`config.mk`:
```
export PLATFORM = sky130hd
export DESIGN_NAME = tga_rle_pixel_decoder_unit
export DESIGN_NICKNAME = d
export VERILOG_FILES = /design/src/trpd_pkg.sv /design/src/trpd_front.sv /design/src/trpd_queue.sv /design/src/trpd_back.sv /design/src/tga_rle_pixel_decoder_unit.sv
export SDC_FILE = /design/constraint.sdc
export NUM_CORES = 1
export LEC_CHECK = 0
export BUFFER_PORTS_ARGS = -buffer_cell sky130_fd_sc_hd__buf_4
export CORE_MARGIN = 2
export CORE_UTILIZATION = 61
export CTS_CLUSTER_DIAMETER = 120
export DETAILED_ROUTE_END_ITERATION = 8
export HOLD_SLACK_MARGIN = 0.08
export MAX_ROUTING_LAYER = met4
export PLACE_DENSITY = 0.88
export RECOVER_POWER = 25
export SYNTH_ARGS = -nofsm -noshare
export SYNTH_HDL_FRONTEND = slang
export SYNTH_SLANG_ARGS = --single-unit
```
`constraint.sdc`:
```
create_clock -name clock -period 12.2 [get_ports clock]
set_input_delay 0.61 -clock clock [delete_from_list [all_inputs] [get_ports clock]]
set_output_delay 0.61 -clock clock [all_outputs]
set_load 0.01 [all_outputs]
```
`src/trpd_pkg.sv`:
```
// Shared types and constants of the Targa run-length pixel decoder.
package trpd_pkg;

   // Depth of the queue between the byte decoder and the run output stage
   localparam int unsigned QueueDepth = 2;

   // Configuration register indexes
   typedef enum logic [1:0] {
      CsrBytesPerPixel  = 2'd0,
      CsrRunLengthCoded = 2'd1,
      CsrPixelCount     = 2'd2
   } csr_index_type;

   // Field constants of the byte stream
   localparam logic [2:0] BppWithAlpha   = 3'd4;
   localparam logic [6:0] PacketCountMsk = 7'h7F;
   localparam int unsigned RepeatFlagBit = 7;

   // Reset values of the configuration registers
   localparam logic [2:0]  BppReset        = 3'd4;
   localparam logic        RleReset        = 1'b1;
   localparam logic [31:0] PixelCountReset = 32'd1;

   // Configuration as seen by the decoder
   typedef struct packed {
      logic        four;
      logic        rle;
      logic [31:0] pixel_count;
   } cfg_type;

   // One decoded run; red sits in the lowest bits
   typedef struct packed {
      logic [7:0] run_length;
      logic [7:0] alpha;
      logic [7:0] blue;
      logic [7:0] green;
      logic [7:0] red;
   } run_type;

endpackage

```
`src/trpd_front.sv`:
```
// Byte decoder: control bytes, pixel gathering and run generation.
module trpd_front (
   input  logic               clock,
   input  logic               reset,
   input  trpd_pkg::cfg_type  cfg_i,
   input  logic               req_tvalid,
   output logic               req_tready,
   input  logic [7:0]         req_tdata,     // code_byte [7:0]
   input  logic               space_i,
   output logic               push_o,
   output trpd_pkg::run_type  run_o,
   output logic [31:0]        total_o
);

   logic        expect_control_ff, expect_control_in;
   logic        repeat_ff, repeat_in;
   logic [7:0]  packet_left_ff, packet_left_in;
   logic [1:0]  byte_idx_ff, byte_idx_in;
   logic [23:0] pixel_ff, pixel_in;
   logic        started_ff, started_in;
   logic        halt_ff, halt_in;
   logic [31:0] total_ff, total_in;

   logic        accept;
   logic [1:0]  last_idx;
   logic [7:0]  packet_dec;

   assign req_tready = space_i;
   assign accept     = req_tvalid & space_i;
   assign last_idx   = cfg_i.four ? 2'd3 : 2'd2;
   assign packet_dec = (packet_left_ff != 8'd0) ? packet_left_ff - 8'd1 : 8'd0;
   assign total_o    = total_ff;

   // Decode one request byte
   always_comb begin
      expect_control_in = expect_control_ff;
      repeat_in         = repeat_ff;
      packet_left_in    = packet_left_ff;
      byte_idx_in       = byte_idx_ff;
      pixel_in          = pixel_ff;
      started_in        = started_ff;
      halt_in           = halt_ff;
      total_in          = total_ff;
      push_o            = 1'b0;
      run_o             = '0;

      if (accept && !halt_ff) begin
         // Latch the image size on the first byte
         if (!started_ff) begin
            started_in = 1'b1;
            total_in   = cfg_i.pixel_count;
         end
         if (!started_ff && cfg_i.pixel_count == 32'd0) begin
            halt_in = 1'b1;
         end else if (cfg_i.rle && expect_control_ff) begin
            repeat_in         = req_tdata[trpd_pkg::RepeatFlagBit];
            packet_left_in    = {1'b0, req_tdata[6:0] & trpd_pkg::PacketCountMsk} + 8'd1;
            expect_control_in = 1'b0;
            byte_idx_in       = 2'd0;
         end else if (byte_idx_ff < last_idx) begin
            // Gather blue, green and, with four bytes per pixel, red
            case (byte_idx_ff)
               2'd0:    pixel_in[7:0]   = req_tdata;
               2'd1:    pixel_in[15:8]  = req_tdata;
               2'd2:    pixel_in[23:16] = req_tdata;
               default: ;
            endcase
            byte_idx_in = byte_idx_ff + 2'd1;
         end else begin
            // Pixel complete: emit a run
            push_o      = 1'b1;
            byte_idx_in = 2'd0;
            run_o.blue  = pixel_ff[7:0];
            run_o.green = pixel_ff[15:8];
            if (cfg_i.four) begin
               run_o.red   = pixel_ff[23:16];
               run_o.alpha = req_tdata;
            end else begin
               run_o.red       = req_tdata;
               run_o.alpha     = 8'd0;
               pixel_in[23:16] = req_tdata;
            end
            run_o.run_length = 8'd1;
            if (cfg_i.rle) begin
               if (repeat_ff) begin
                  run_o.run_length  = (packet_left_ff == 8'd0) ? 8'd1 : packet_left_ff;
                  packet_left_in    = 8'd0;
                  expect_control_in = 1'b1;
               end else begin
                  packet_left_in = packet_dec;
                  if (packet_dec == 8'd0) begin
                     expect_control_in = 1'b1;
                  end
               end
            end
         end
      end
   end

   always_ff @(posedge clock) begin
      if (reset) begin
         expect_control_ff <= 1'b1;
         repeat_ff         <= 1'b0;
         packet_left_ff    <= 8'd0;
         byte_idx_ff       <= 2'd0;
         pixel_ff          <= 24'd0;
         started_ff        <= 1'b0;
         halt_ff           <= 1'b0;
         total_ff          <= 32'd0;
      end else begin
         expect_control_ff <= expect_control_in;
         repeat_ff         <= repeat_in;
         packet_left_ff    <= packet_left_in;
         byte_idx_ff       <= byte_idx_in;
         pixel_ff          <= pixel_in;
         started_ff        <= started_in;
         halt_ff           <= halt_in;
         total_ff          <= total_in;
      end
   end

endmodule

```
`src/trpd_queue.sv`:
```
// Short run queue between the byte decoder and the output stage.
module trpd_queue #(
   parameter int unsigned QUEUE_DEPTH = trpd_pkg::QueueDepth
) (
   input  logic              clock,
   input  logic              reset,
   input  logic              push_i,
   input  trpd_pkg::run_type data_i,
   output logic              space_o,
   input  logic              pop_i,
   output logic              valid_o,
   output trpd_pkg::run_type data_o
);

   localparam int unsigned PtrWidth = (QUEUE_DEPTH > 1) ? $clog2(QUEUE_DEPTH) : 1;
   localparam int unsigned CntWidth = $clog2(QUEUE_DEPTH + 1);
   localparam logic [PtrWidth-1:0] LastSlot = PtrWidth'(QUEUE_DEPTH - 1);
   localparam logic [CntWidth-1:0] FullCount = CntWidth'(QUEUE_DEPTH);

   trpd_pkg::run_type     slot_ff [QUEUE_DEPTH];
   logic [PtrWidth-1:0]   wr_ptr_ff, wr_ptr_in;
   logic [PtrWidth-1:0]   rd_ptr_ff, rd_ptr_in;
   logic [CntWidth-1:0]   count_ff, count_in;
   logic                  do_push, do_pop;

   assign space_o = (count_ff != FullCount);
   assign valid_o = (count_ff != '0);
   assign data_o  = slot_ff[rd_ptr_ff];
   assign do_push = push_i & space_o;
   assign do_pop  = pop_i & valid_o;

   // Advance pointers and occupancy
   always_comb begin
      wr_ptr_in = wr_ptr_ff;
      rd_ptr_in = rd_ptr_ff;
      count_in  = count_ff;
      if (do_push) begin
         wr_ptr_in = (wr_ptr_ff == LastSlot) ? '0 : wr_ptr_ff + 1'b1;
      end
      if (do_pop) begin
         rd_ptr_in = (rd_ptr_ff == LastSlot) ? '0 : rd_ptr_ff + 1'b1;
      end
      if (do_push && !do_pop) begin
         count_in = count_ff + 1'b1;
      end else if (do_pop && !do_push) begin
         count_in = count_ff - 1'b1;
      end
   end

   always_ff @(posedge clock) begin
      if (reset) begin
         wr_ptr_ff <= '0;
         rd_ptr_ff <= '0;
         count_ff  <= '0;
      end else begin
         wr_ptr_ff <= wr_ptr_in;
         rd_ptr_ff <= rd_ptr_in;
         count_ff  <= count_in;
      end
   end

   // Store the pushed run
   always_ff @(posedge clock) begin
      if (do_push) begin
         slot_ff[wr_ptr_ff] <= data_i;
      end
   end

   a_count_bound: assert property (@(posedge clock) disable iff (reset)
      count_ff <= FullCount)
      else $error("queue occupancy above depth");

   a_push_lands: assert property (@(posedge clock) disable iff (reset)
      (do_push && !do_pop) |=> (count_ff == $past(count_ff) + 1'b1))
      else $error("pushed run not counted");

endmodule

```
`src/trpd_back.sv`:
```
// Output stage: clip runs to the pixels left, mark the last run, drive the result.
module trpd_back (
   input  logic              clock,
   input  logic              reset,
   input  logic              valid_i,
   input  trpd_pkg::run_type run_i,
   input  logic [31:0]       total_i,
   output logic              pop_o,
   output logic              rsp_tvalid,
   input  logic              rsp_tready,
   output logic [39:0]       rsp_tdata,     // red, green, blue, alpha, run_length
   output logic              rsp_tlast      // last_pixel
);

   logic [31:0]       left_ff, left_in;
   logic              done_ff, done_in;
   logic              valid_ff, valid_in;
   trpd_pkg::run_type data_ff;
   logic              last_ff;

   logic [31:0]       left_cur;
   logic [7:0]        run_clip;
   logic [31:0]       left_next;
   logic              load;
   trpd_pkg::run_type run_load;

   assign pop_o     = valid_i & (done_ff | ~valid_ff | rsp_tready);
   assign load      = pop_o & ~done_ff;
   assign left_cur  = (left_ff == 32'd0) ? total_i : left_ff;
   assign run_clip  = ({24'd0, run_i.run_length} > left_cur) ? left_cur[7:0]
                                                             : run_i.run_length;
   assign left_next = left_cur - {24'd0, run_clip};

   // Replace the run length by the clipped one
   always_comb begin
      run_load            = run_i;
      run_load.run_length = run_clip;
   end

   // Count down the pixels left and hold the result register
   always_comb begin
      left_in  = left_ff;
      done_in  = done_ff;
      valid_in = valid_ff & ~rsp_tready;
      if (load) begin
         left_in  = left_next;
         done_in  = (left_next == 32'd0);
         valid_in = 1'b1;
      end
   end

   always_ff @(posedge clock) begin
      if (reset) begin
         left_ff  <= 32'd0;
         done_ff  <= 1'b0;
         valid_ff <= 1'b0;
      end else begin
         left_ff  <= left_in;
         done_ff  <= done_in;
         valid_ff <= valid_in;
      end
   end

   always_ff @(posedge clock) begin
      if (load) begin
         data_ff <= run_load;
         last_ff <= (left_next == 32'd0);
      end
   end

   assign rsp_tvalid = valid_ff;
   assign rsp_tdata  = data_ff;
   assign rsp_tlast  = last_ff;

   a_last_sets_done: assert property (@(posedge clock) disable iff (reset)
      (load && left_next == 32'd0) |=> done_ff)
      else $error("last run did not end the image");

   a_run_nonzero: assert property (@(posedge clock) disable iff (reset)
      valid_ff |-> (data_ff.run_length != 8'd0))
      else $error("result with empty run");

   a_no_load_after_done: assert property (@(posedge clock) disable iff (reset)
      done_ff |-> !load)
      else $error("result produced after image end");

endmodule

```
`src/tga_rle_pixel_decoder_unit.sv`:
```
// Top level of the Targa run-length pixel decoder.
//
// The request channel takes one byte of Targa image data per accepted
// request (req_tvalid and req_tready high at a rising clock edge). The
// decoder reads control bytes in run-length mode, gathers 3 or 4 byte
// pixels and emits one run per finished pixel or repeat packet on the
// response channel: colors in red-green-blue-alpha order, the run length,
// and rsp_tlast on the run that ends the image. Bytes after that run, and
// every byte of an image whose pixel count is zero, give no response.
// The csr port writes bytes per pixel, run-length mode and pixel count.
// Write them only while the stream is idle; the block does not enforce it.
// A pixel's final byte is decoded combinationally; its run is registered
// in the run queue and then in the output register that drives rsp_tvalid.
// Throughput: one byte per cycle while the run queue has space.
// A stalled response channel fills the run queue and the output
// register; req_tready then drops until the result is taken.
// Reset (synchronous, active high) restores 4 bytes per pixel, run-length
// mode and a pixel count of one, and starts a new image.
module tga_rle_pixel_decoder_unit #(
   parameter int unsigned QUEUE_DEPTH = trpd_pkg::QueueDepth
) (
   input  logic        clock,
   input  logic        reset,
   input  logic        req_tvalid,
   output logic        req_tready,
   input  logic [7:0]  req_tdata,     // code_byte [7:0]
   output logic        rsp_tvalid,
   input  logic        rsp_tready,
   output logic [39:0] rsp_tdata,     // red, green, blue, alpha, run_length
   output logic        rsp_tlast,     // last_pixel
   input  logic        csr_we,
   input  logic [1:0]  csr_index,
   input  logic [31:0] csr_wdata
);

   logic [2:0]        bpp_ff;
   logic              rle_ff;
   logic [31:0]       count_ff;
   trpd_pkg::cfg_type cfg;

   logic              space;
   logic              push;
   trpd_pkg::run_type push_run;
   logic [31:0]       total;
   logic              q_valid;
   trpd_pkg::run_type q_run;
   logic              pop;

   // Write configuration registers
   always_ff @(posedge clock) begin
      if (reset) begin
         bpp_ff   <= trpd_pkg::BppReset;
         rle_ff   <= trpd_pkg::RleReset;
         count_ff <= trpd_pkg::PixelCountReset;
      end else if (csr_we) begin
         case (trpd_pkg::csr_index_type'(csr_index))
            trpd_pkg::CsrBytesPerPixel:  bpp_ff   <= csr_wdata[2:0];
            trpd_pkg::CsrRunLengthCoded: rle_ff   <= csr_wdata[0];
            trpd_pkg::CsrPixelCount:     count_ff <= csr_wdata;
            default: ;
         endcase
      end
   end

   assign cfg.four        = (bpp_ff == trpd_pkg::BppWithAlpha);
   assign cfg.rle         = rle_ff;
   assign cfg.pixel_count = count_ff;

   trpd_front u_front (
      .clock      (clock),
      .reset      (reset),
      .cfg_i      (cfg),
      .req_tvalid (req_tvalid),
      .req_tready (req_tready),
      .req_tdata  (req_tdata),
      .space_i    (space),
      .push_o     (push),
      .run_o      (push_run),
      .total_o    (total)
   );

   trpd_queue #(
      .QUEUE_DEPTH (QUEUE_DEPTH)
   ) u_queue (
      .clock   (clock),
      .reset   (reset),
      .push_i  (push),
      .data_i  (push_run),
      .space_o (space),
      .pop_i   (pop),
      .valid_o (q_valid),
      .data_o  (q_run)
   );

   trpd_back u_back (
      .clock      (clock),
      .reset      (reset),
      .valid_i    (q_valid),
      .run_i      (q_run),
      .total_i    (total),
      .pop_o      (pop),
      .rsp_tvalid (rsp_tvalid),
      .rsp_tready (rsp_tready),
      .rsp_tdata  (rsp_tdata),
      .rsp_tlast  (rsp_tlast)
   );

endmodule

```
* After elaboration in Yosys (flattened, before gate mapping)
Memory sizes are Yosys's and may differ from the RTL's. A register that Yosys moved wholly into a read port is not among the register bits. Index checks and enable logic that the tools add are counted.
Storage, ports and cells: memory bits (writable) 80, register bits 185, output and inout port bits 43, memories 1
Memory list:
- u_queue.slot_ff | depth 2, bits a word 40, read ports 1, clocked after Yosys merged registers in 1, write ports 1, RTL line trpd_queue.sv:20 | trpd_pkg::run_type slot_ff [QUEUE_DEPTH];
Operators by class: equality and inequality tests 8, $lt $le $gt $ge 2, muxes and demuxes 39, reductions and logical operators 33, bitwise operators 14, add/sub/neg operators 8
Operator list (count):
- $mux 40 | 4
- $mux 8 | 13
- $logic_not 32->1 | 3
- $gt 8x32->1 | 1
- $mux 32 | 1
- $sub 32x8->32 | 1
- $mux 1 | 17
- $logic_not 8->1 | 2
- $reduce_and 5->1 | 3
- $reduce_and 2->1 | 6
- $add 7x1->8 const B | 1
- $mux 2 | 4
- $reduce_and 4->1 | 2
- $reduce_bool 8->1 | 1
- $sub 8x1->8 const B | 1
- $and 1x1->1 | 6
- $not 1->1 | 6
- $reduce_bool 2->1 | 3
- $logic_and 1x1->1 | 5
- $add 2x1->2 const B | 2
- $eq 2x1->1 const B | 2
- $eq 2x2->1 const B | 2
- $logic_not 1->1 | 4
- $logic_not 2->1 | 2
- 9 further kinds | 12

* Longest topological paths before layout
Gate-level depths: netlist of the first run.
depth in word-level cells 12, gate-level depth with buffers 34, depth with buffers taken out 27

* Cells and area by module
From an unflattened synthesis of the first run, not the netlist that was laid out.
Second synthesis, totals: cell total of the unflattened synthesis 1296, area, all modules 13023.7 µm²
Modules (own cells, without submodules):
- trpd_back | cells each 566, area each 4859.7 µm², seq. area each 1911.8 µm², instances 1
- trpd_front | cells each 425, area each 3447.1 µm², seq. area each 1401.3 µm², instances 1
- trpd_queue | cells each 148, area each 3095.5 µm², seq. area each 2502.4 µm², instances 1
- tga_rle_pixel_decoder_unit | cells each 157, area each 1621.6 µm², seq. area each 720.7 µm², instances 1

* Least setup slack after synthesis of the first run
Ideal clock, no wire load.
kind reg2reg, start point register u_back.left_ff[8], end point register u_back.last_ff, in the netlist u_back.rsp_tlast, data pin, library setup time 0.170 ns, slack 3.615 ns, arrival 8.415 ns, stages on the path, launching flop included 30, path through dfxtp_1 or4_4 or4_4 buf_6 nor3_1 clkbuf_1 buf_2 buf_2 buf_1 clkbuf_1 a21oi_1 ha_1 a41o_1 a221oi_1 o21ai_0 a41oi_1 or2_2 nor2_1 clkbuf_1 nand2_1 o21ai_0 ha_1 a21oi_1 o21ai_0 or2_2 a2111oi_0 o211ai_4 xor2_1 or4_4 nor4_2
On the way: word-level cells in the longest chain between the ends 6
RTL lines:
- start, declared | RTL line trpd_back.sv:15 | logic [31:0] left_ff, left_in;
- start signal, assigned | RTL line trpd_back.sv:58 | left_ff <= left_in;
- $logic_not 32->1 | RTL line trpd_back.sv:29 | assign left_cur = (left_ff == 32'd0) ? total_i : left_ff;
- $mux 32 (*) | RTL line trpd_back.sv:29
- $gt 8x32->1 | RTL line trpd_back.sv:30 | assign run_clip = ({24'd0, run_i.run_length} > left_cur) ? left_cur[7:0]
- $mux 8 | RTL line trpd_back.sv:30
- $sub 32x8->32 (*) | RTL line trpd_back.sv:32 | assign left_next = left_cur - {24'd0, run_clip};
- $logic_not 32->1 (*) | RTL line trpd_back.sv:67 | last_ff <= (left_next == 32'd0);
- end signal, assigned | RTL line trpd_back.sv:67
- end, declared | RTL line trpd_back.sv:19 | logic last_ff;
Mark *: on every way between the ends. The rest lies on a longest branch, timed or not. A chain may end at the register's enable or synchronous reset.

* Final worst setup path of the first run
Same ends and word-level chain as after synthesis.

==> flow_summary.yaml, run 1 <==
final_layout:
  drive_above_1_share_pct: 11.83
  syn2layout_area_growth_pct: 11.68
  instances_no_fill: 1712
  nets: 1485
  final_cell_area_um2: 14310
  n_antenna_cell: 0
worst_setup_path:
  startpoint: "u_back.left_ff[8]$_SDFFE_PP0P_"
  crit_arrival_ps: 8910
  cp_max_fo: 15
  worst_setup_path_start_kind: "flip-flop"
  required_ps: 12570
  r2r-start: "u_back.left_ff[8]$_SDFFE_PP0P_"
  cp-end-kind: "flip-flop"
  r2r_cells: 22
  critical_path_class: "reg -> reg"
  r2r-end: "u_back.rsp_tlast$_DFFE_PP_"
  crit_end: "u_back.rsp_tlast$_DFFE_PP_"
  reg2reg_slack_ps: 3670
route:
  detail-route-antenna-nets: 0
  drt_pass1_iterations: 6
  drc_errors: 0
  vias_per_cell: 6.328
  drt_iter0_markers: 1126
  vias: 10833
  avgRoutedWirePerCell_um: 19.99
  wirelength_mm: 34.22
global_route:
  grt_antenna_before_repair: 0
  grt_pass1_vias: 10135
  grt_overflow: 0
  grt_max_degree: 88
  grtUsageTotal_pct: 31.57
  grt_pass1_wl_mm: 53.61
flow_run:
  drv_cap: 3
synthesis:
  ys_seq_elements: 266
  syn_area_um2: 12810
  synth.most_common_cell: "nand2_1"
  synth_common_cells: "nand2_1, a21oi_1, dfxtp_1"
  synth_area_leaders: "edfxtp_1, dfxtp_1, nand2_1, a21oi_1, mux2_2"
  yosys.area.top_type: "edfxtp_1"
  syn-instance-count: 1362
  yosysWarnings: 0
  synth_flop_cell: "dfxtp_1"
  synth_top_area_share_pct: 28.35
  yosysSeqAreaShare_pct: 51.01
  synth_edf_count: 121
  synth_fp_nets: 1431
  ys_types: 83
  synthArstFlopShare_pct: 0
  syn-mean-instance-area_um2: 9.409
status:
  violations: "capacitance limit, slew limit"
  status: "finished with violations"
placement:
  dp_hpwl_mm: 23.95
  io_buffers: 89
  dp_cells: 1662
  placed_area_um2: 13630
  gp_congestion: 1.043
power:
  power_leakage_nw: 5.262
  vdd_drop_max_v: 0.0002129
  pwr_density_cell_nw_per_um2: 316.1
worst_hold_path:
  whs_path_depth: 3
  min_path_type: "in -> reg"
floorplan:
  die_width_um: 148.9
  core_um2: 20820
  floorplan.initialDensity_pct: 61.54
  io_pins: 90
  rows: 53
  die_area_um2: 22180
  die_y_um: 148.9
timing:
  whs_ps: 298.5
  post-route-period-util_pct: 69.95
  hold_viol: 0
  final-max-slew-violation-count: 188
  max_freq_mhz: 117.2
  skew_ps: 18.35
  relSlewSlack_pct: -144.1
  rsz0062_at_grt: "no"
  period_minus_slack_ps: 8534
  worst_slew_pin_slew_ps: 3662
  tns_ps: 0
  setup_viol: 0
cts:
  cts.clk_slew.worst_paths_ps: 70
  cts_hold_buf: 0
  cts_setup_buffers: 0
  cts-resized-gates: 0
  htree_levels: 1
  cts_tree: "done"
  clkLatencyLatePin_ps: 560
  clock_path_buffers: 3
  cts_sinks: 266
  cts_buffers: 27
  clockRootBuffer: "clkbuf_16"
how the worst min path moves through the flow:
stage	endpoint	startpoint	slack (ps)
2_1_floorplan	u_front.pixel_ff[0]$_SDFFE_PP0P_	u_front.pixel_ff[0]$_SDFFE_PP0P_	430
3_3_place_gp	u_front.pixel_ff[10]$_SDFFE_PP0P_	u_front.pixel_ff[10]$_SDFFE_PP0P_	440
3_5_place_dp	u_front.pixel_ff[11]$_SDFFE_PP0P_	u_front.pixel_ff[11]$_SDFFE_PP0P_	440
4_1_cts	bpp_ff[2]$_SDFFE_PP1P_	csr_wdata[2]	290
5_1_grt	count_ff[4]$_SDFFE_PP0P_	csr_wdata[4]	310
6_report	bpp_ff[2]$_SDFFE_PP1P_	csr_wdata[2]	300
placed cells by master, fill, tap and decap left out, drive strengths merged, types with 5 or more instances in the layout:
cell type / Yosys / final
or2: 8 / 8
nand2: 243 / 243
a211oi: 10 / 10
a22oi: 10 / 10
nor3: 31 / 31
nor2: 114 / 114
o21ai: 51 / 51
or4: 10 / 10
and3: 20 / 20
xnor2: 12 / 12
xor2: 15 / 15
nand4: 13 / 13
dfxtp: 145 / 145
and2: 31 / 31
a21o: 6 / 6
a21oi: 156 / 156
nor4: 28 / 28
buf: 6 / 54
nand3: 39 / 39
a2111oi: 12 / 12
mux2: 41 / 41
clkbuf: 67 / 79
nand3b: 5 / 5
or3: 12 / 12
clkinv: 1 / 12
nand2b: 10 / 10
edfxtp: 121 / 121
mux2i: 19 / 19
ha: 21 / 21
nor2b: 5 / 5
inv: 24 / 28
a31oi: 6 / 6
o31ai: 6 / 6
sequential cells by signal, indices dropped and copies added, names as in the netlist, 2 cells and up, named ones only:
signal	count
u_back.left_ff	32
u_front.pixel_ff	24
u_back.rsp_tdata	40
bpp_ff	3
u_queue.slot_ff	80
u_front.total_o	32
u_queue.count_ff	2
count_ff	32
u_front.packet_left_ff	8
u_front.byte_idx_ff	2
metal layers:
metal | part of all wire (%) | routed length, um | vias to the layer above | global-route usage [%]
met5 | 0 | 0 | - | -
met1 | 42 | 14500 | 5180 | 42.77
met3 | 9.2 | 3135 | 78 | 5.657
met4 | 2.4 | 813 | 0 | 9.000
li1 | - | - | 5033 | -
met2 | 46 | 15770 | 542 | 49.19
report_power, final:
part | switching (mW) | internal [mW] | total, mW
clock network | 0.352 | 0.438 | 0.790
logic | 1.67 | 0.868 | 2.54
registers | 0.115 | 1.08 | 1.19
total | 2.14 | 2.38 | 4.52
kinds of logic after synthesis:
family,share of synthesized area [%]
buffers and inverters,2.978
muxes,5.116
and+or+nand+nor,21.70
AOI/OAI and AO/OA,15.09
xor gates and xnor gates,1.904
DFF,51.01
adders and majority gates,2.207
per-stage QoR:
step / setup slack [ps] / power [mW] / utilization, %
after floorplan: 3615 / 2.957 / -
after global placement: 4228 / 3.652 / 65.44
after detailed placement: 3883 / 3.676 / 65.44
after CTS: 3838 / 4.476 / 69.53
after global routing: 3217 / 4.752 / 68.73
final: 3666 / 4.523 / 68.73
layout make-up:
class	count	area, um^2
Clock buffer	35	747.0
Sequential cell	266	6536
Multi-Input combinational cell	998	5914
Fill cell	1659	6511
Inverter	25	93.84
Timing Repair Buffer	98	570.5
Clock inverter	15	105.1
Tap cell	275	344.1
critical path, stage by stage, from the launching register on:
cell and delay [ps]:
dfxtp_1 370, or4_4 600, or4_4 580, nor3_2 550, a21oi_1 230, ha_1 390, nand4_1 130, o31ai_1 120
a311oi_4 410, nand3_1 240, nor2_1 780, o21ai_0 310, ha_1 460, a21oi_1 260, o21ai_0 270, a21oi_1 270
o21ai_0 170, a31oi_2 620, nand4_1 210, xor2_1 210, or3b_1 360, or4_4 510, nor4_2 290
Note: power is estimated with default switching activity, not from simulation.
==> run 2: changes to the inputs <==
==> constraint.sdc (replaced) <==
create_clock -name clock -period 8.9 [get_ports clock]
set_input_delay 0.445 -clock clock [delete_from_list [all_inputs] [get_ports clock]]
set_output_delay 0.445 -clock clock [all_outputs]
set_load 0.01 [all_outputs]
==> flow_summary.yaml, run 2 (same netlist as run 1, synthesis figures left out) <==
worst_setup_path:
  cpMaxStageDelayCell: "nor2_1"
  crit_arrival_ps: 8380
  critical_path_class: "reg -> reg"
  required_ps: 9280
  critPathTopFamily: "simple AND/OR/NAND/NOR gates"
  cp_max_fo: 15
  cpPeakStageDelay_ps: 760
  critPathBufInv: 0
  crit_chain: "or4_4, or4_4, nor3_2, a21oi_1, ha_1, nand4_1, o31ai_1, a311oi_4, nand3_1, nor2_1, o21ai_0, ha_1, a21oi_1, o21ai_0, a21oi_1, o21ai_0, a31oi_2, nand4_1, xor2_1, or3b_1, or4_4, nor4_2"
  worst_setup_path_start_kind: "flip-flop"
  cp-end-kind: "flip-flop"
final_layout:
  syn2layout_area_growth_pct: 11.21
  instances_no_fill: 1710
  largest_reg_flops: 80
  drive_above_1_share_pct: 11.78
  layout_commonest_cell: "nand2_1"
  n_antenna_cell: 0
  fillCellCount: 1625
  regMostFlops: "u_queue.slot_ff"
  nets: 1486
  final_cell_mix: "nand2_1, a21oi_1, dfxtp_1"
cts:
  cts_hold_buf: 0
  cts_tree: "done"
  clock_path_buffers: 3
  cts_sinks: 266
  htree_levels: 1
  clockRootBuffer: "clkbuf_16"
  cts_setup_buffers: 0
  cts-resized-gates: 0
  clkLatencyLatePin_ps: 550
  cts_buffers: 26
  cts.clk_slew.worst_paths_ps: 70
global_route:
  grt_pass1_vias: 10121
  grt_max_degree: 88
  grt_antenna_before_repair: 0
  grt_overflow: 0
  grt_pass1_wl_mm: 54.31
  grtUsageTotal_pct: 32.19
status:
  status: "finished with violations"
  violations: "capacitance limit, slew limit"
power:
  power_leakage_nw: 5.222
  vdd_drop_max_v: 0.0003422
  pwr_density_cell_nw_per_um2: 432.8
timing:
  period_minus_slack_ps: 7997
  rsz0062_at_grt: "no"
  worst_slew_pin_slew_ps: 3730
  final-max-slew-violation-count: 188
  max_freq_mhz: 125.1
  post-route-period-util_pct: 89.85
  worst_slack_ps: 903.3
  skew_ps: 13.56
  tns_ps: 0
  relSlewSlack_pct: -148.6
  hold_viol: 0
  setup_viol: 0
placement:
  io_buffers: 89
  gp_congestion: 1.055
  dp_cells: 1664
  dp_hpwl_mm: 24.51
  place_ws_ps: 1109
route:
  wirelength_mm: 35.08
  detail-route-antenna-nets: 0
  drc_errors: 0
  drt_iter0_markers: 1138
  drt_pass1_iterations: 6
  vias: 10853
  vias_per_cell: 6.347
  avgRoutedWirePerCell_um: 20.52
floorplan:
  io_pins: 90
  floorplan.initialDensity_pct: 61.54
  die_y_um: 148.9
  rows: 53
  die_width_um: 148.9
  die_area_um2: 22180
  core_um2: 20820
worst_hold_path:
  min_path_type: "in -> reg"
flow_run:
  drv_cap: 3
==> run 2: worst min-delay path, cell delays in order <==
cell     delay (ps)
buf_4            90
nand2_1          40
nand3_1          70
==> run 2: final cells by class <==
type | count | area, um^2 | area share, %
Multi-Input combinational cell | 998 | 5914 | 41.50
Timing Repair Buffer | 100 | 578.1 | 4.056
Clock buffer | 30 | 665.6 | 4.671
Sequential cell | 266 | 6536 | 45.86
Tap cell | 275 | 344.1 | 2.414
Clock inverter | 16 | 118.9 | 0.8341
Inverter | 25 | 93.84 | 0.6585
==> run 2: routing by layer <==
metal  vias to the layer above  part of all wire [%]  track usage, %
li1                       5026                     -               -
met2                       587                    46           50.76
met1                      5154                    41           43.40
met3                        86                   9.9           5.199
met4                         0                   2.6           9.333
met5                         -                     0               -
==> run 2: report_power, final <==
part           switching [mW]  internal, mW
combinational            2.30          1.21
sequential              0.160          1.48
clock                   0.478         0.543
==> run 2: through the flow <==
| step | utilization (%) | hold slack [ps] | cell area [um^2] | total power [mW] |
|---|---|---|---|---|
| after floorplan | - | 431.7 | 12810 | 4.054 |
| after detailed placement | 65.51 | 446.2 | 13640 | 5.077 |
| final | 68.44 | 129.1 | 14250 | 6.169 |
| after global routing | 68.44 | 137.8 | 14250 | 6.454 |
| after global placement | 65.51 | 437.4 | 13640 | 5.044 |
| after CTS | 69.28 | 115.1 | 14430 | 6.109 |
==> run 2: path summary, 6_finish.rpt <==
check,from,end,slack [ps],depth (start not counted)
setup reg to reg,u_back.left_ff[8]$_SDFFE_PP0P_,u_back.rsp_tlast$_DFFE_PP_,900,22
setup / recovery,u_back.left_ff[8]$_SDFFE_PP0P_,u_back.rsp_tlast$_DFFE_PP_,900,22
hold reg to reg,u_front.pixel_ff[2]$_SDFFE_PP0P_,u_front.pixel_ff[2]$_SDFFE_PP0P_,450,2
hold / removal,csr_wdata[0],count_ff[0]$_SDFFE_PP1P_,130,3
==> run 3: changes to the inputs <==
--- a/config.mk
+++ b/config.mk
@@ -5,14 +5,15 @@
 export SDC_FILE = /design/constraint.sdc
 export NUM_CORES = 1
 export LEC_CHECK = 0
+export ABC_AREA = 1
 export BUFFER_PORTS_ARGS = -buffer_cell sky130_fd_sc_hd__buf_4
 export CORE_MARGIN = 2
-export CORE_UTILIZATION = 61
+export CORE_UTILIZATION = 55
 export CTS_CLUSTER_DIAMETER = 120
 export DETAILED_ROUTE_END_ITERATION = 8
 export HOLD_SLACK_MARGIN = 0.08
 export MAX_ROUTING_LAYER = met4
-export PLACE_DENSITY = 0.88
+export PLACE_DENSITY = 0.85
 export RECOVER_POWER = 25
 export SYNTH_ARGS = -nofsm -noshare
 export SYNTH_HDL_FRONTEND = slang
==> constraint.sdc (replaced) <==
create_clock -name clock -period 7.35 [get_ports clock]
set_input_delay 0.3675 -clock clock [delete_from_list [all_inputs] [get_ports clock]]
set_output_delay 0.3675 -clock clock [all_outputs]
set_load 0.01 [all_outputs]
==> flow_summary.yaml, run 3 <==
route:
  avgRoutedWirePerCell_um: 16.72
  drc_errors: 0
  vias_per_cell: 5.532
  drt_pass1_iterations: 6
  wl_met1_mm: 14.78
  vias: 10600
  drt_iter0_markers: 958
  wirelength_mm: 32.04
  routed.top_layer: "met4"
  wl_met3_mm: 2.651
  wl_met2_mm: 14.15
  detail-route-antenna-nets: 0
final_layout:
  drive_above_1_share_pct: 9.749
  n_antenna_cell: 0
  fillCellCount: 1891
  layout_commonest_cell: "inv_1"
  final_cell_mix: "inv_1, nand2_1, nor2_1"
  regMostFlops: "u_queue.slot_ff"
  largest_reg_flops: 80
  syn2layout_area_growth_pct: 12.76
  nets: 1681
cts:
  clockRootBuffer: "clkbuf_16"
  cts_sinks: 266
  cts_tree: "done"
  cts.clk_slew.worst_paths_ps: 60
  clock_path_buffers: 3
  cts_setup_buffers: 0
  clkLatencyLatePin_ps: 540
  cts_buffers: 27
  htree_levels: 1
power:
  power_leakage_nw: 6.034
  vdd_drop_max_v: 0.0002296
  power_mw: 5.965
  pwr_density_cell_nw_per_um2: 418.2
status:
  status: "finished with violations"
  violations: "capacitance limit, slew limit"
synthesis:
  synth_flop_cell: "dfxtp_1"
  syn-instance-count: 1538
  synth_edf_count: 121
  yosysSeqAreaShare_pct: 51.67
  syn-mean-instance-area_um2: 8.226
  yosysWarnings: 0
  synth_common_cells: "inv_1, nand2_1, nor2_1"
  ys_seq_elements: 266
  yosys.area.top_type: "edfxtp_1"
  ys_types: 42
  syn_area_um2: 12650
  synth.most_common_cell: "inv_1"
  synth_top_area_share_pct: 28.72
  synth_fp_nets: 1607
  synthArstFlopShare_pct: 0
  synth_area_leaders: "edfxtp_1, dfxtp_1, inv_1, nand2_1, nor2_1"
worst_setup_path:
  crit_arrival_ps: 6260
  worst_setup_path_start_kind: "flip-flop"
  critPathBufInv: 4
  required_ps: 7780
  cpMaxStageDelayCell: "nor2_4"
  cp_max_fo: 32
  cp-end-kind: "flip-flop"
  critPathTopFamily: "simple AND/OR/NAND/NOR gates"
  path_common_cell: "nand2_1"
  cpPeakStageDelay_ps: 580
  critical_path_class: "reg -> reg"
worst_hold_path:
  min_path_type: "in -> reg"
timing:
  rsz0062_at_grt: "no"
  tns_ps: 0
  setup_viol: 0
  post-route-period-util_pct: 79.26
  worst_slack_ps: 1524
  relSlewSlack_pct: -76.55
  skew_ps: 13.29
  period_minus_slack_ps: 5826
  hold_viol: 0
  max_freq_mhz: 171.6
  final-max-slew-violation-count: 147
  worst_slew_pin_slew_ps: 2648
floorplan:
  die_width_um: 155.7
  core_um2: 22640
  die_area_um2: 24230
  rows: 55
  die_y_um: 155.7
  floorplan.initialDensity_pct: 55.88
  io_pins: 90
global_route:
  grtUsageTotal_pct: 27.38
  grt_pass1_wl_mm: 51.12
  grt_pass1_vias: 9881
  grt_max_degree: 88
  grt_antenna_before_repair: 0
  grt_overflow: 0
placement:
  gp_congestion: 1.019
  io_buffers: 89
  place_ws_ps: 1739
  dp_hpwl_mm: 23.37
flow_run:
  drv_cap: 2
## run 3: cell types whose count changed after synthesis, sizes merged, moves of 16 or more
| cell | before | now |
|---|---|---|
| nor2 | 114 | 219 |
| inv | 24 | 264 |
| o21ai | 51 | 117 |
| and2 | 31 | 3 |
| and3 | 20 | 0 |
| a21oi | 156 | 138 |
| nand4 | 13 | 29 |
| mux2i | 19 | 3 |
| clkbuf | 67 | 44 |
## run 3: timing repair
item	CTS	global route
resized for setup	0	0
endpoints found under the hold margin	5	0
hold buffers	4	0
setup endpoints to repair	0	0
## run 3: area by class of cell
cell class | count | area [um^2] | share of cell area [%]
clock buffers | 38 | 778.2 | 5.456
clock inverters | 10 | 102.6 | 0.7192
inverters | 267 | 1002 | 7.026
multi-input cells | 952 | 4911 | 34.43
flip-flops and latches | 266 | 6538 | 45.83
well taps | 285 | 356.6 | 2.500
repair buffers | 98 | 576.8 | 4.044
## run 3: kinds of logic after synthesis
logic type | after synthesis | share of synthesized area, %
AND/OR/NAND/NOR | 596 | 20.58
buffers and inverters | 320 | 9.653
AO/OA/AOI/OAI | 288 | 12.02
flip-flops | 266 | 51.67
multiplexers | 35 | 3.086
adder cells (fa/ha/maj) | 22 | 2.235
XOR/XNOR | 11 | 0.7616
## run 3: final timing paths
check	to	cells after the start	start	slack, ps
setup / recovery	u_back.done_ff$_SDFFE_PP0P_	32	u_back.left_ff[2]$_SDFFE_PP0P_	1520
setup reg to reg	u_back.done_ff$_SDFFE_PP0P_	32	u_back.left_ff[2]$_SDFFE_PP0P_	1520
hold reg to reg	u_front.pixel_ff[19]$_SDFFE_PP0P_	2	u_front.pixel_ff[19]$_SDFFE_PP0P_	450
hold / removal	count_ff[6]$_SDFFE_PP0P_	3	csr_wdata[6]	110
## run 3: stage by stage
stage / utilization (%) / instance area, um^2 / cells / hold WS, ps
2_1_floorplan: - / 12650 / 1538 / 424.5
3_3_place_gp: 59.69 / 13510 / 1864 / 424.6
4_1_cts: 63.75 / 14430 / 1916 / 91.31
3_5_place_dp: 59.69 / 13510 / 1864 / 440.8
6_report: 63.01 / 14260 / 1916 / 105.2
5_1_grt: 63.01 / 14260 / 1916 / 118.9
## run 3: per-layer routing
metal | track usage, % | vias up
met5 | - | -
met4 | 5.111 | 0
met3 | 3.389 | 44
met2 | 42.20 | 449
met1 | 39.52 | 4924
li1 | - | 5183
## run 3: power by group
part	switching [mW]	leakage (nW)	total [mW]	internal [mW]
registers	0.146	2.25	1.96	1.81
clock network	0.566	0.432	1.35	0.780
logic	1.89	3.35	2.66	0.777
total	2.60	6.03	5.97	3.37
## run 3: worst min-delay path: stages
cell and delay, ps:
buf_4 70, o21ai_0 70, a21oi_1 100
